**src/rtl/rtc_pkg.sv**
```systemverilog
package rtc_pkg;

    // Default sizing of the reply format
    localparam int FIELD_COUNT_DEF     = 12;
    localparam int MAX_FIELD_CHARS_DEF = 5;

    // Fields that have a template, and bytes kept of the captured field
    localparam int TEMPLATE_TOTAL = 12;
    localparam int TEXT_BYTES     = 5;

    // Depth of the token queue between the front and the back
    localparam int QUEUE_DEPTH = 2;
    localparam int QUEUE_AW    = $clog2(QUEUE_DEPTH);

    // Special bytes
    localparam logic [7:0] END_BYTE   = 8'd13;
    localparam logic [7:0] SPACE_BYTE = 8'd32;
    localparam logic [7:0] DIGIT_LO   = 8'h30;
    localparam logic [7:0] DIGIT_HI   = 8'h39;
    localparam logic [7:0] DOT_BYTE   = 8'h2e;

    // Configuration register indexes and reset values
    localparam logic CFG_MIN_LENGTH    = 1'b0;
    localparam logic CFG_CAPTURE_FIELD = 1'b1;

    localparam logic [7:0] MIN_LENGTH_RST    = 8'd40;
    localparam logic [3:0] CAPTURE_FIELD_RST = 4'd10;

    // Template character classes
    localparam logic [1:0] TC_ANY   = 2'd0;
    localparam logic [1:0] TC_DIGIT = 2'd1;
    localparam logic [1:0] TC_DOT   = 2'd2;

    typedef logic [TEXT_BYTES-1:0][1:0] t_tmpl_row;

    // Byte classes passed from the front to the back
    typedef enum logic [1:0] {
        TK_SKIP,
        TK_CHAR,
        TK_SPACE,
        TK_END
    } t_tok_kind;

    typedef struct packed {
        t_tok_kind  kind;
        logic [7:0] data;
        logic       is_digit;
        logic       is_dot;
    } t_token;

    // Template length of a field
    function automatic logic [2:0] tmpl_len(input logic [3:0] field);
        logic [2:0] len;
        unique case (field)
            4'd0, 4'd2, 4'd8:               len = 3'd5;
            4'd1, 4'd3, 4'd4, 4'd5, 4'd11:  len = 3'd4;
            4'd6, 4'd7, 4'd9, 4'd10:        len = 3'd3;
            default:                        len = 3'd0;
        endcase
        return len;
    endfunction

    // Template classes of a field, character 0 in the lowest slot
    function automatic t_tmpl_row tmpl_row(input logic [3:0] field);
        t_tmpl_row row;
        unique case (field)
            4'd0, 4'd2:  row = {TC_DIGIT, TC_DOT, TC_DIGIT, TC_DIGIT, TC_DIGIT};
            4'd1, 4'd3:  row = {TC_ANY, TC_DIGIT, TC_DOT, TC_DIGIT, TC_DIGIT};
            4'd4, 4'd5:  row = {TC_ANY, TC_DIGIT, TC_DIGIT, TC_DIGIT, TC_DIGIT};
            4'd6, 4'd9:  row = {TC_ANY, TC_ANY, TC_DIGIT, TC_DIGIT, TC_DIGIT};
            4'd8:        row = {TC_DIGIT, TC_ANY, TC_DOT, TC_ANY, TC_ANY};
            4'd10:       row = {TC_ANY, TC_ANY, TC_DIGIT, TC_DIGIT, TC_ANY};
            4'd11:       row = {TC_ANY, TC_DIGIT, TC_ANY, TC_DIGIT, TC_DIGIT};
            default:     row = {TC_ANY, TC_ANY, TC_ANY, TC_ANY, TC_ANY};
        endcase
        return row;
    endfunction

endpackage

```
**src/rtl/rtc_back.sv**
```systemverilog
module rtc_back import rtc_pkg::*; #(
    parameter int FIELD_COUNT     = FIELD_COUNT_DEF,
    parameter int MAX_FIELD_CHARS = MAX_FIELD_CHARS_DEF
) (
    input  logic        i_clk,
    input  logic        i_rst_n,
    input  logic        i_q_valid,
    input  t_token      i_token,
    output logic        o_pop,
    input  logic [7:0]  i_min_length,
    input  logic [3:0]  i_capture_field,
    output logic        o_out_valid,
    input  logic        i_out_stall,
    output logic        o_reply_valid,
    output logic [39:0] o_field_text,
    output logic [2:0]  o_field_length
);

    localparam logic [3:0] FieldCountW = 4'(FIELD_COUNT);
    localparam logic [3:0] TmplTotalW  = 4'(TEMPLATE_TOTAL);
    localparam int         CapLimitI   = (MAX_FIELD_CHARS < TEXT_BYTES) ?
                                         MAX_FIELD_CHARS : TEXT_BYTES;
    localparam logic [2:0] CapLimit    = 3'(CapLimitI);

    logic [7:0]                 r_byte_count,  n_byte_count;
    logic [3:0]                 r_field_index, n_field_index;
    logic [2:0]                 r_char_index,  n_char_index;
    logic                       r_mismatch,    n_mismatch;
    logic [TEXT_BYTES-1:0][7:0] r_cap_buf,     n_cap_buf;
    logic [2:0]                 r_cap_count,   n_cap_count;
    logic                       r_out_valid,   n_out_valid;
    logic                       r_reply_valid, n_reply_valid;
    logic [39:0]                r_field_text,  n_field_text;
    logic [2:0]                 r_field_length, n_field_length;

    logic       checked;
    logic [2:0] cur_len;
    t_tmpl_row  cur_row;
    logic       close_mis;
    logic       end_mis;
    logic [3:0] fi_inc;
    logic [7:0] bc_inc;

    // Pop any non-return token; a return waits until the output slot is free
    assign o_pop = i_q_valid &&
                   (i_token.kind != TK_END || !r_out_valid || !i_out_stall);

    assign checked   = (r_field_index < FieldCountW) && (r_field_index < TmplTotalW);
    assign cur_len   = tmpl_len(r_field_index);
    assign cur_row   = tmpl_row(r_field_index);
    assign close_mis = checked && (r_char_index != cur_len);
    assign end_mis   = r_mismatch || close_mis;
    assign fi_inc    = (r_field_index == 4'd15) ? r_field_index : r_field_index + 4'd1;
    assign bc_inc    = (r_byte_count == 8'd255) ? r_byte_count : r_byte_count + 8'd1;

    // Process one token
    always_comb begin
        n_byte_count   = r_byte_count;
        n_field_index  = r_field_index;
        n_char_index   = r_char_index;
        n_mismatch     = r_mismatch;
        n_cap_buf      = r_cap_buf;
        n_cap_count    = r_cap_count;
        n_out_valid    = r_out_valid;
        n_reply_valid  = r_reply_valid;
        n_field_text   = r_field_text;
        n_field_length = r_field_length;

        // Drop the result once taken
        if (r_out_valid && !i_out_stall) begin
            n_out_valid = 1'b0;
        end

        if (o_pop) begin
            n_byte_count = bc_inc;
            case (i_token.kind)
                TK_END: begin
                    n_reply_valid  = !end_mis && (fi_inc >= FieldCountW) &&
                                     (bc_inc >= i_min_length);
                    n_field_text   = 40'(r_cap_buf);
                    n_field_length = r_cap_count;
                    n_out_valid    = 1'b1;
                    n_byte_count   = '0;
                    n_field_index  = '0;
                    n_char_index   = '0;
                    n_mismatch     = 1'b0;
                    n_cap_buf      = '0;
                    n_cap_count    = '0;
                end
                TK_SPACE: begin
                    n_mismatch    = end_mis;
                    n_field_index = fi_inc;
                    n_char_index  = '0;
                end
                TK_CHAR: begin
                    if (checked) begin
                        if (r_char_index >= cur_len) begin
                            n_mismatch = 1'b1;
                        end else if (cur_row[r_char_index] == TC_DIGIT &&
                                     !i_token.is_digit) begin
                            n_mismatch = 1'b1;
                        end else if (cur_row[r_char_index] == TC_DOT &&
                                     !i_token.is_dot) begin
                            n_mismatch = 1'b1;
                        end
                    end
                    if (r_char_index != 3'd7) begin
                        n_char_index = r_char_index + 3'd1;
                    end
                    if (r_field_index == i_capture_field && r_cap_count < CapLimit) begin
                        n_cap_buf[r_cap_count] = i_token.data;
                        n_cap_count            = r_cap_count + 3'd1;
                    end
                end
                default: begin
                end
            endcase
        end
    end

    always_ff @(posedge i_clk) begin
        if (!i_rst_n) begin
            r_byte_count  <= '0;
            r_field_index <= '0;
            r_char_index  <= '0;
            r_mismatch    <= 1'b0;
            r_cap_buf     <= '0;
            r_cap_count   <= '0;
            r_out_valid   <= 1'b0;
        end else begin
            r_byte_count  <= n_byte_count;
            r_field_index <= n_field_index;
            r_char_index  <= n_char_index;
            r_mismatch    <= n_mismatch;
            r_cap_buf     <= n_cap_buf;
            r_cap_count   <= n_cap_count;
            r_out_valid   <= n_out_valid;
        end
    end

    // Hold the result payload
    always_ff @(posedge i_clk) begin
        r_reply_valid  <= n_reply_valid;
        r_field_text   <= n_field_text;
        r_field_length <= n_field_length;
    end

    assign o_out_valid    = r_out_valid;
    assign o_reply_valid  = r_reply_valid;
    assign o_field_text   = r_field_text;
    assign o_field_length = r_field_length;

endmodule

```
**config.mk**
```make
export PLATFORM = sky130hd
export DESIGN_NAME = rtc_back
export DESIGN_NICKNAME = d
export VERILOG_FILES = /design/src/rtl/rtc_pkg.sv /design/src/rtl/rtc_back.sv
export SDC_FILE = /design/constraint.sdc
export NUM_CORES = 1
export LEC_CHECK = 0
export BUFFER_PORTS_ARGS = -buffer_cell sky130_fd_sc_hd__buf_2
export CAP_MARGIN = 15
export CORE_ASPECT_RATIO = 1.4
export CORE_UTILIZATION = 51
export CTS_CLUSTER_SIZE = 8
export DETAILED_ROUTE_END_ITERATION = 12
export PLACE_DENSITY = 0.79
export RECOVER_POWER = 50
export SLEW_MARGIN = 0
export SYNTH_ARGS = -nofsm -noshare
export SYNTH_HDL_FRONTEND = slang
export SYNTH_SLANG_ARGS = --single-unit
export TNS_END_PERCENT = 20
```
**constraint.sdc**
```tcl
create_clock -name i_clk -period 3.2 [get_ports i_clk]
set_clock_uncertainty 0.05 [all_clocks]
set_input_delay 0.16 -clock i_clk [delete_from_list [all_inputs] [get_ports i_clk]]
set_output_delay 0.16 -clock i_clk [all_outputs]
set_load 0.01 [all_outputs]
```
==> key figures, run 1 <==
STA
  • Fin. max-slew vios: 0
  • Setup ws final: 0.4517 ns
  • Setup-failing EPs final: 0
  • Worst Max-Slew Pin Slew: roughly 1.0 ns
  • RSZ-0062 raised after global routing: no
  • Final period demand of the worst path: around 2.7 ns
  • Fmax: roughly 360 MHz
  • TNS Setup: 0 ns
  • Final Hold Viols: 0
  • Fin crit share: between 80% and 90%
  • Max_slew headroom: 33.01%

Global routing
  • Grt ovf: 0
  • GR Util met3: between 7 and 8%
  • Met1 Use GR: 22.93%
  • Largest net degree at the start of global routing: 42
  • Vias in the first global route: 3512
  • Gr busiest metal: met2
  • Initial antenna violation count: 0
  • Global-route usage over all layers: between 20% and 30%
  • GR Util met2: a little over a third
  • First-pass GRT wire length: roughly 16000 µm

Routing
  • Routed wire per std cell: about 15 µm
  • Pre-antenna DRT Iters: 4
  • Initial DRC Count: 150
  • Total wire length: a little under 10000 µm
  • DR vias: between 3000 and 4000
  • DR vias/cell: approximately 5.5
  • ANT nets after route: 0
  • DRC Markers: 0

Yosys
  • Post-synth EDFFs: 44
  • Register area share after synthesis: a little over half
  • Cell taking the most area after synthesis: dfxtp_1
  • Syn Area/Cell: about 11 µm²
  • Cell variety after synth: 55
  • Synth area leaders: dfxtp_1 (28%), edfxtp_1 (27%), mux2i_1 (9.1%), nand2_1 (6.0%), ha_1 (5.8%)
  • Synth Instances: 454
  • Top_reg_cell synth: dfxtp_1
  • Yosys reg bits: 114
  • Post-synth top area share: between 20% and 30%
  • Mapped Nets: just over 500
  • Warnings from Yosys: 0
  • Ys async rst share: 0%
  • Cell Area, Synth: slightly below 5000 µm²

Worst setup path
  • Crit-path max FO: 8
  • Critical Path Stages: 11
  • Crit-path cells: and4_1, nand4_1, and2b_1, nand3_1, xnor2_1, ha_1, o21ai_0, nand2b_1, a21oi_1, or3_1, a21oi_1
  • Type of origin of the critical path: flop
  • CP max-delay cell: dfxtp_1
  • Buf/Inv on CP: 0
  • CP Data Arrival Time: approximately 2.9 ns
  • R2R depth: 11
  • Worst R2R Setup Slack: ~0.45 ns
  • Setup crit end kind: flop
  • Worst path required time: roughly 3.3 ns
  • Critical path's top delay family: simple AND/OR/NAND/NOR gates
  • Max incr delay on CP: between 0.4 and 0.5 ns
  • CP Class: reg2reg
  • CP most frequent cell: a21oi_1

Clock tree
  • Post-CTS setup buffer count: 0
  • Post-CTS resize count: 0
  • Clk sinks: approximately 110
  • CTS tree: done
  • Hold buffers post-CTS: 0
  • H-tree lvl count: 4
  • Total CTS buffers: 17
  • Worst-Skew Late Latency: a little over 0.4 ns
  • Clock root cell: clkbuf_16
  • CTS Buffer Depth: 2
  • Clk slew on worst S/H paths: roughly 0.060 ns

Pwr
  • VDD IR max: 0.3860 mV
  • Pleak: roughly 2.5 nW
  • Pwr dens: between 600 and 700 nW/µm²

Place
  • I/O Buffers: 73
  • Cells after DPL: 620
  • Area post-placement: about 5400 µm²
  • Pre-CTS setup slack: 0.5201 ns
  • Routability cong.: roughly 0.9
  • Dpl hpwl: roughly 6700 µm

Floorplanning
  • Core area: approximately 9500 µm²
  • Die Height: around 120 µm
  • Initial Util: between 50 and 60%
  • Die Width: roughly 85 µm
  • Cell Rows: 42
  • Die area: 10110 µm²
  • # IOs: 74

Worst hold path
  • Hold depth: 3
  • Hold/Removal Path Class: in2reg

Final layout
  • Final cell count without fillers: roughly 650
  • Layout area overhead: 20.17%
  • Diode count: 0
  • Share of layout cells above drive strength 1: 13.47%
  • Fin area: 5949 µm²
  • # fillers: 785
  • Nets: 580
  • Most common cell after layout, fill and taps aside: nand2_1
  • Final core utilization: 62.90%
  • Most frequent cells in the layout: nand2_1 (79), dfxtp_1 (70), clkbuf_1 (47)

Run
  • MaxCap Viol Count: 0

Run status
  • Status: complete, no violations
==> through the flow <==
step	power, W	hold slack [ns]
global route	0.003772	0.008080
global placement	0.001729	0.3645
finish	0.003641	0.01236
CTS	0.003671	0.01710
floorplan	0.001671	0.2777
detailed placement	0.001735	0.3668
==> kinds of logic (layout without fill, tap and decap cells) <==
| family | count (synthesis) | after routing | synth area share (%) |
|---|---|---|---|
| flip-flops | 114 | 114 | 54.99 |
| XOR/XNOR | 9 | 9 | 1.592 |
| buffers and inverters | 40 | 128 | 3.437 |
| multiplexers | 47 | 47 | 9.553 |
| AND/OR/NAND/NOR | 161 | 161 | 16.50 |
| adder cells (fa/ha/maj) | 23 | 23 | 5.813 |
| AO/OA/AOI/OAI | 60 | 60 | 8.113 |
==> layer usage <==
layer	vias to the layer above	share of wire, %
li1	1763	-
met1	1653	40
met3	20	6.3
met2	130	52
met4	0	1.8
met5	-	0
==> registers in the layout, summed over array words and instances (netlist names), 4 cells and up <==
register,flops
cur_row,7
o_field_text,40
r_byte_count,8
r_cap_buf,40
r_field_index,4
==> cells in the mapped netlist, types with 7 or more instances <==
| library cell | instances |
|---|---|
| dfxtp_1 | 70 |
| nor2b_1 | 8 |
| buf_2 | 7 |
| edfxtp_1 | 44 |
| nand2_1 | 79 |
| ha_1 | 23 |
| inv_1 | 18 |
| nand3_1 | 13 |
| a21oi_1 | 10 |
| clkbuf_1 | 12 |
| a21boi_0 | 9 |
| mux2i_1 | 45 |
| nor2_1 | 10 |
| o21ai_0 | 16 |
==> tightest hold or removal path: stages <==
cell      delay (ns)
buf_2           0.12
nand2_1         0.07
a21boi_0        0.07
==> worst paths after layout <==
kind | start | to
min reg2reg | r_cap_buf[39]$_SDFFE_PN0P_ | o_field_text[39]$_DFFE_PP_
max | r_byte_count[3]$_SDFFE_PN0N_ | o_reply_valid$_DFFE_PP_
min | i_out_stall | o_out_valid$_SDFF_PN0_
max reg2reg | r_byte_count[3]$_SDFFE_PN0N_ | o_reply_valid$_DFFE_PP_
==> final cells by class <==
cell class,count,area [µm²],area share [%]
Clock buffer,18,439.2,7.382
Clock inverter,14,178.9,3.007
Inverter,18,67.56,1.136
Multi-Input combinational cell,300,2062,34.66
Sequential cell,114,2723,45.76
Tap cell,110,137.6,2.313
Timing Repair Buffer,78,341.6,5.741
==> power breakdown <==
| group | internal [W] | total (W) | switching [W] | leakage (nW) |
|---|---|---|---|---|
| Clock | 0.00125 | 0.00194 | 0.000687 | 0.294 |
| Sequential | 0.00153 | 0.00154 | 0.0000125 | 0.975 |
| Combinational | 0.0000598 | 0.000159 | 0.0000995 | 1.23 |
Note: power is estimated with default switching activity, not from simulation.
==> run 2, diff against run 1 <==
--- a/constraint.sdc
+++ b/constraint.sdc
@@ -4,2 +4,2 @@
 set_output_delay 0.16 -clock i_clk [all_outputs]
-set_load 0.01 [all_outputs]
+set_load 0.05 [all_outputs]
==> run 2 against run 1 <==
  * Sequential power barely moved
  * Global-route usage fell by 0.14 points
  * Register-to-register slack lost 0.07 ns
  * Combinational power is 26% higher
  * Clock power up 7%
  * Largest cell class unchanged
  * Highest routed layer unchanged
==> key figures, run 2 (synthesized netlist as in run 1, its figures left out) <==
STA
  • RSZ-0062 raised after global routing: no
  • Fin crit share: 88.08% (+2.2 points)
  • Fmax: 354.8 MHz (-2.5%)
  • Setup-failing EPs final: 0 (unchanged)
  • Fin. max-slew vios: 0 (unchanged)
  • Worst hold slack: 0.01743 ns (+0.005067 ns)
  • Max_slew headroom: 29.25% (-3.8 points)
  • Final period demand of the worst path: 2.819 ns (+0.07022 ns)
  • TNS Setup: 0 ns (unchanged)
  • Final Hold Viols: 0 (unchanged)
  • Worst Max-Slew Pin Slew: 1.061 ns (+0.05652 ns)

Final layout
  • Diode count: 0 (unchanged)
  • # fillers: 775 (-1.3%)
  • Most frequent cells in the layout: nand2_1 (79), dfxtp_1 (70), clkbuf_1 (48)
  • Nets: 579 (-0.17%)
  • Most common cell after layout, fill and taps aside: nand2_1
  • Share of layout cells above drive strength 1: 13.12% (-0.34 points)
  • Multi-input gate area: 2062 µm² (unchanged)
  • Seq. cell area: 2723 µm² (unchanged)
  • Layout area overhead: 20.80%

Routing
  • Initial DRC Count: 172 (+15%)
  • DR vias/cell: 5.445 (-0.44%)
  • DRC Markers: 0 (unchanged)
  • Routed wire per std cell: 15.02 µm (+1.2%)
  • Pre-antenna DRT Iters: 4 (unchanged)
  • DR vias: 3545 (-0.59%)
  • Total wire length: 9778 µm (+1.1%)
  • ANT nets after route: 0 (unchanged)

Global routing
  • Grt ovf: 0 (unchanged)
  • Global-route usage over all layers: 20.76% (-0.14 points)
  • Initial antenna violation count: 0 (unchanged)
  • Vias in the first global route: 3517 (+0.14%)
  • First-pass GRT wire length: 16060 µm (about the same)
  • Largest net degree at the start of global routing: 42 (unchanged)

Worst setup path
  • CP Class: reg2reg
  • Crit-path max FO: 8 (unchanged)
  • R2R depth: 11 (unchanged)
  • Setup crit end kind: flop
  • Crit path capture: o_reply_valid$_DFFE_PP_
  • Worst R2R End: o_reply_valid$_DFFE_PP_
  • Worst path required time: 3.30 ns (about the same)
  • Type of origin of the critical path: flop
  • CP Data Arrival Time: 2.92 ns (+0.06 ns)
  • Origin of the worst setup path: r_byte_count[3]$_SDFFE_PN0N_
  • Worst R2R Setup Slack: 0.38 ns (-0.07 ns)
  • Crit Reg-Reg Startpoint: r_byte_count[3]$_SDFFE_PN0N_

Floorplanning
  • Die area: 10110 µm² (unchanged)
  • # IOs: 74 (unchanged)
  • Cell Rows: 42 (unchanged)
  • Core area: 9459 µm² (unchanged)
  • Die Height: 118.6 µm (unchanged)
  • Initial Util: 52.34% (unchanged)
  • Die Width: 85.27 µm (unchanged)

Pwr
  • Pleak: 2.521 nW (+0.69%)
  • VDD IR max: 0.3868 mV (+0.21%)
  • Pwr dens: 637.5 nW/µm² (+4.2%)

Place
  • I/O Buffers: 73 (unchanged)
  • Routability cong.: 0.8493 (-3.3%)
  • Dpl hpwl: 6883 µm (+2.4%)

Clock tree
  • Clk sinks: 114 (unchanged)
  • Clock root cell: clkbuf_16
  • CTS tree: done
  • Clk slew on worst S/H paths: 0.06 ns (about the same)
  • Worst-Skew Late Latency: 0.40 ns (about the same)
  • CTS Buffer Depth: 2 (unchanged)
  • Post-CTS setup buffer count: 0 (unchanged)
  • Total CTS buffers: 17 (unchanged)
  • Hold buffers post-CTS: 0 (unchanged)
  • Post-CTS resize count: 0 (unchanged)
  • H-tree lvl count: 4 (unchanged)

Run
  • MaxCap Viol Count: 0 (unchanged)

Worst hold path
  • Hold/Removal Path Class: in2reg

Run status
  • Status: complete, no violations
[run 2: cell type report]
type | instances | share of cell area (%)
sequential | 114 | 45.52
inverter | 18 | 1.130
clock inverter | 14 | 3.808
multi-input combinational | 300 | 34.48
clock buffer | 18 | 7.176
timing repair buffer | 77 | 5.586
tap | 110 | 2.301
[run 2: how the worst min path moves through the flow]
stage / startpoint / endpoint / slack (ns) / depth (start not counted)
6_report: i_out_stall / o_out_valid$_SDFF_PN0_ / 0.02 / 3
3_5_place_dp: r_cap_buf[6]$_SDFFE_PN0P_ / o_field_text[6]$_DFFE_PP_ / 0.36 / 0
4_1_cts: i_out_stall / o_out_valid$_SDFF_PN0_ / 0.02 / 3
3_3_place_gp: r_cap_buf[4]$_SDFFE_PN0P_ / o_field_text[4]$_DFFE_PP_ / 0.36 / 0
5_1_grt: i_out_stall / o_out_valid$_SDFF_PN0_ / 0.04 / 3
2_1_floorplan: i_out_stall / o_out_valid$_SDFF_PN0_ / 0.28 / 2
[run 2: metrics by stage]
step,worst slack [ns],instance area (µm²),util (%),instances,power [W]
finish,0.3814,5981,63.23,651,0.003812
global route,0.2237,5981,63.23,651,0.003936
CTS,0.3844,6053,63.99,651,0.003848
detailed placement,0.4023,5396,57.05,619,0.001776
global placement,0.5201,5396,57.05,619,0.001771
floorplan,0.7103,4955,-,454,0.001715
[run 2: where the power goes]
group | internal (W) | total (W) | switching [W]
clock | 0.00140 | 0.00207 | 0.000676
combinational | 0.0000589 | 0.000200 | 0.000141
sequential | 0.00153 | 0.00154 | 0.0000126
total | 0.00298 | 0.00381 | 0.000830
[run 2: critical path: stages, from the launching register on]
cell and delay (ns):
dfxtp_1 0.48, and4_1 0.33, nand4_1 0.28, and2b_1 0.34
nand3_1 0.14, xnor2_1 0.14, ha_1 0.25, o21ai_0 0.17
nand2b_1 0.09, a21oi_1 0.13, or3_1 0.11, a21oi_1 0.04
[run 2: per-layer routing]
layer	up-vias	GRT usage [%]	part of all wire, %
met5	-	0	0
met1	1661	22.27	40
met3	20	6.355	5.2
met4	0	9.583	2.5
met2	108	36.84	53
li1	1756	-	-
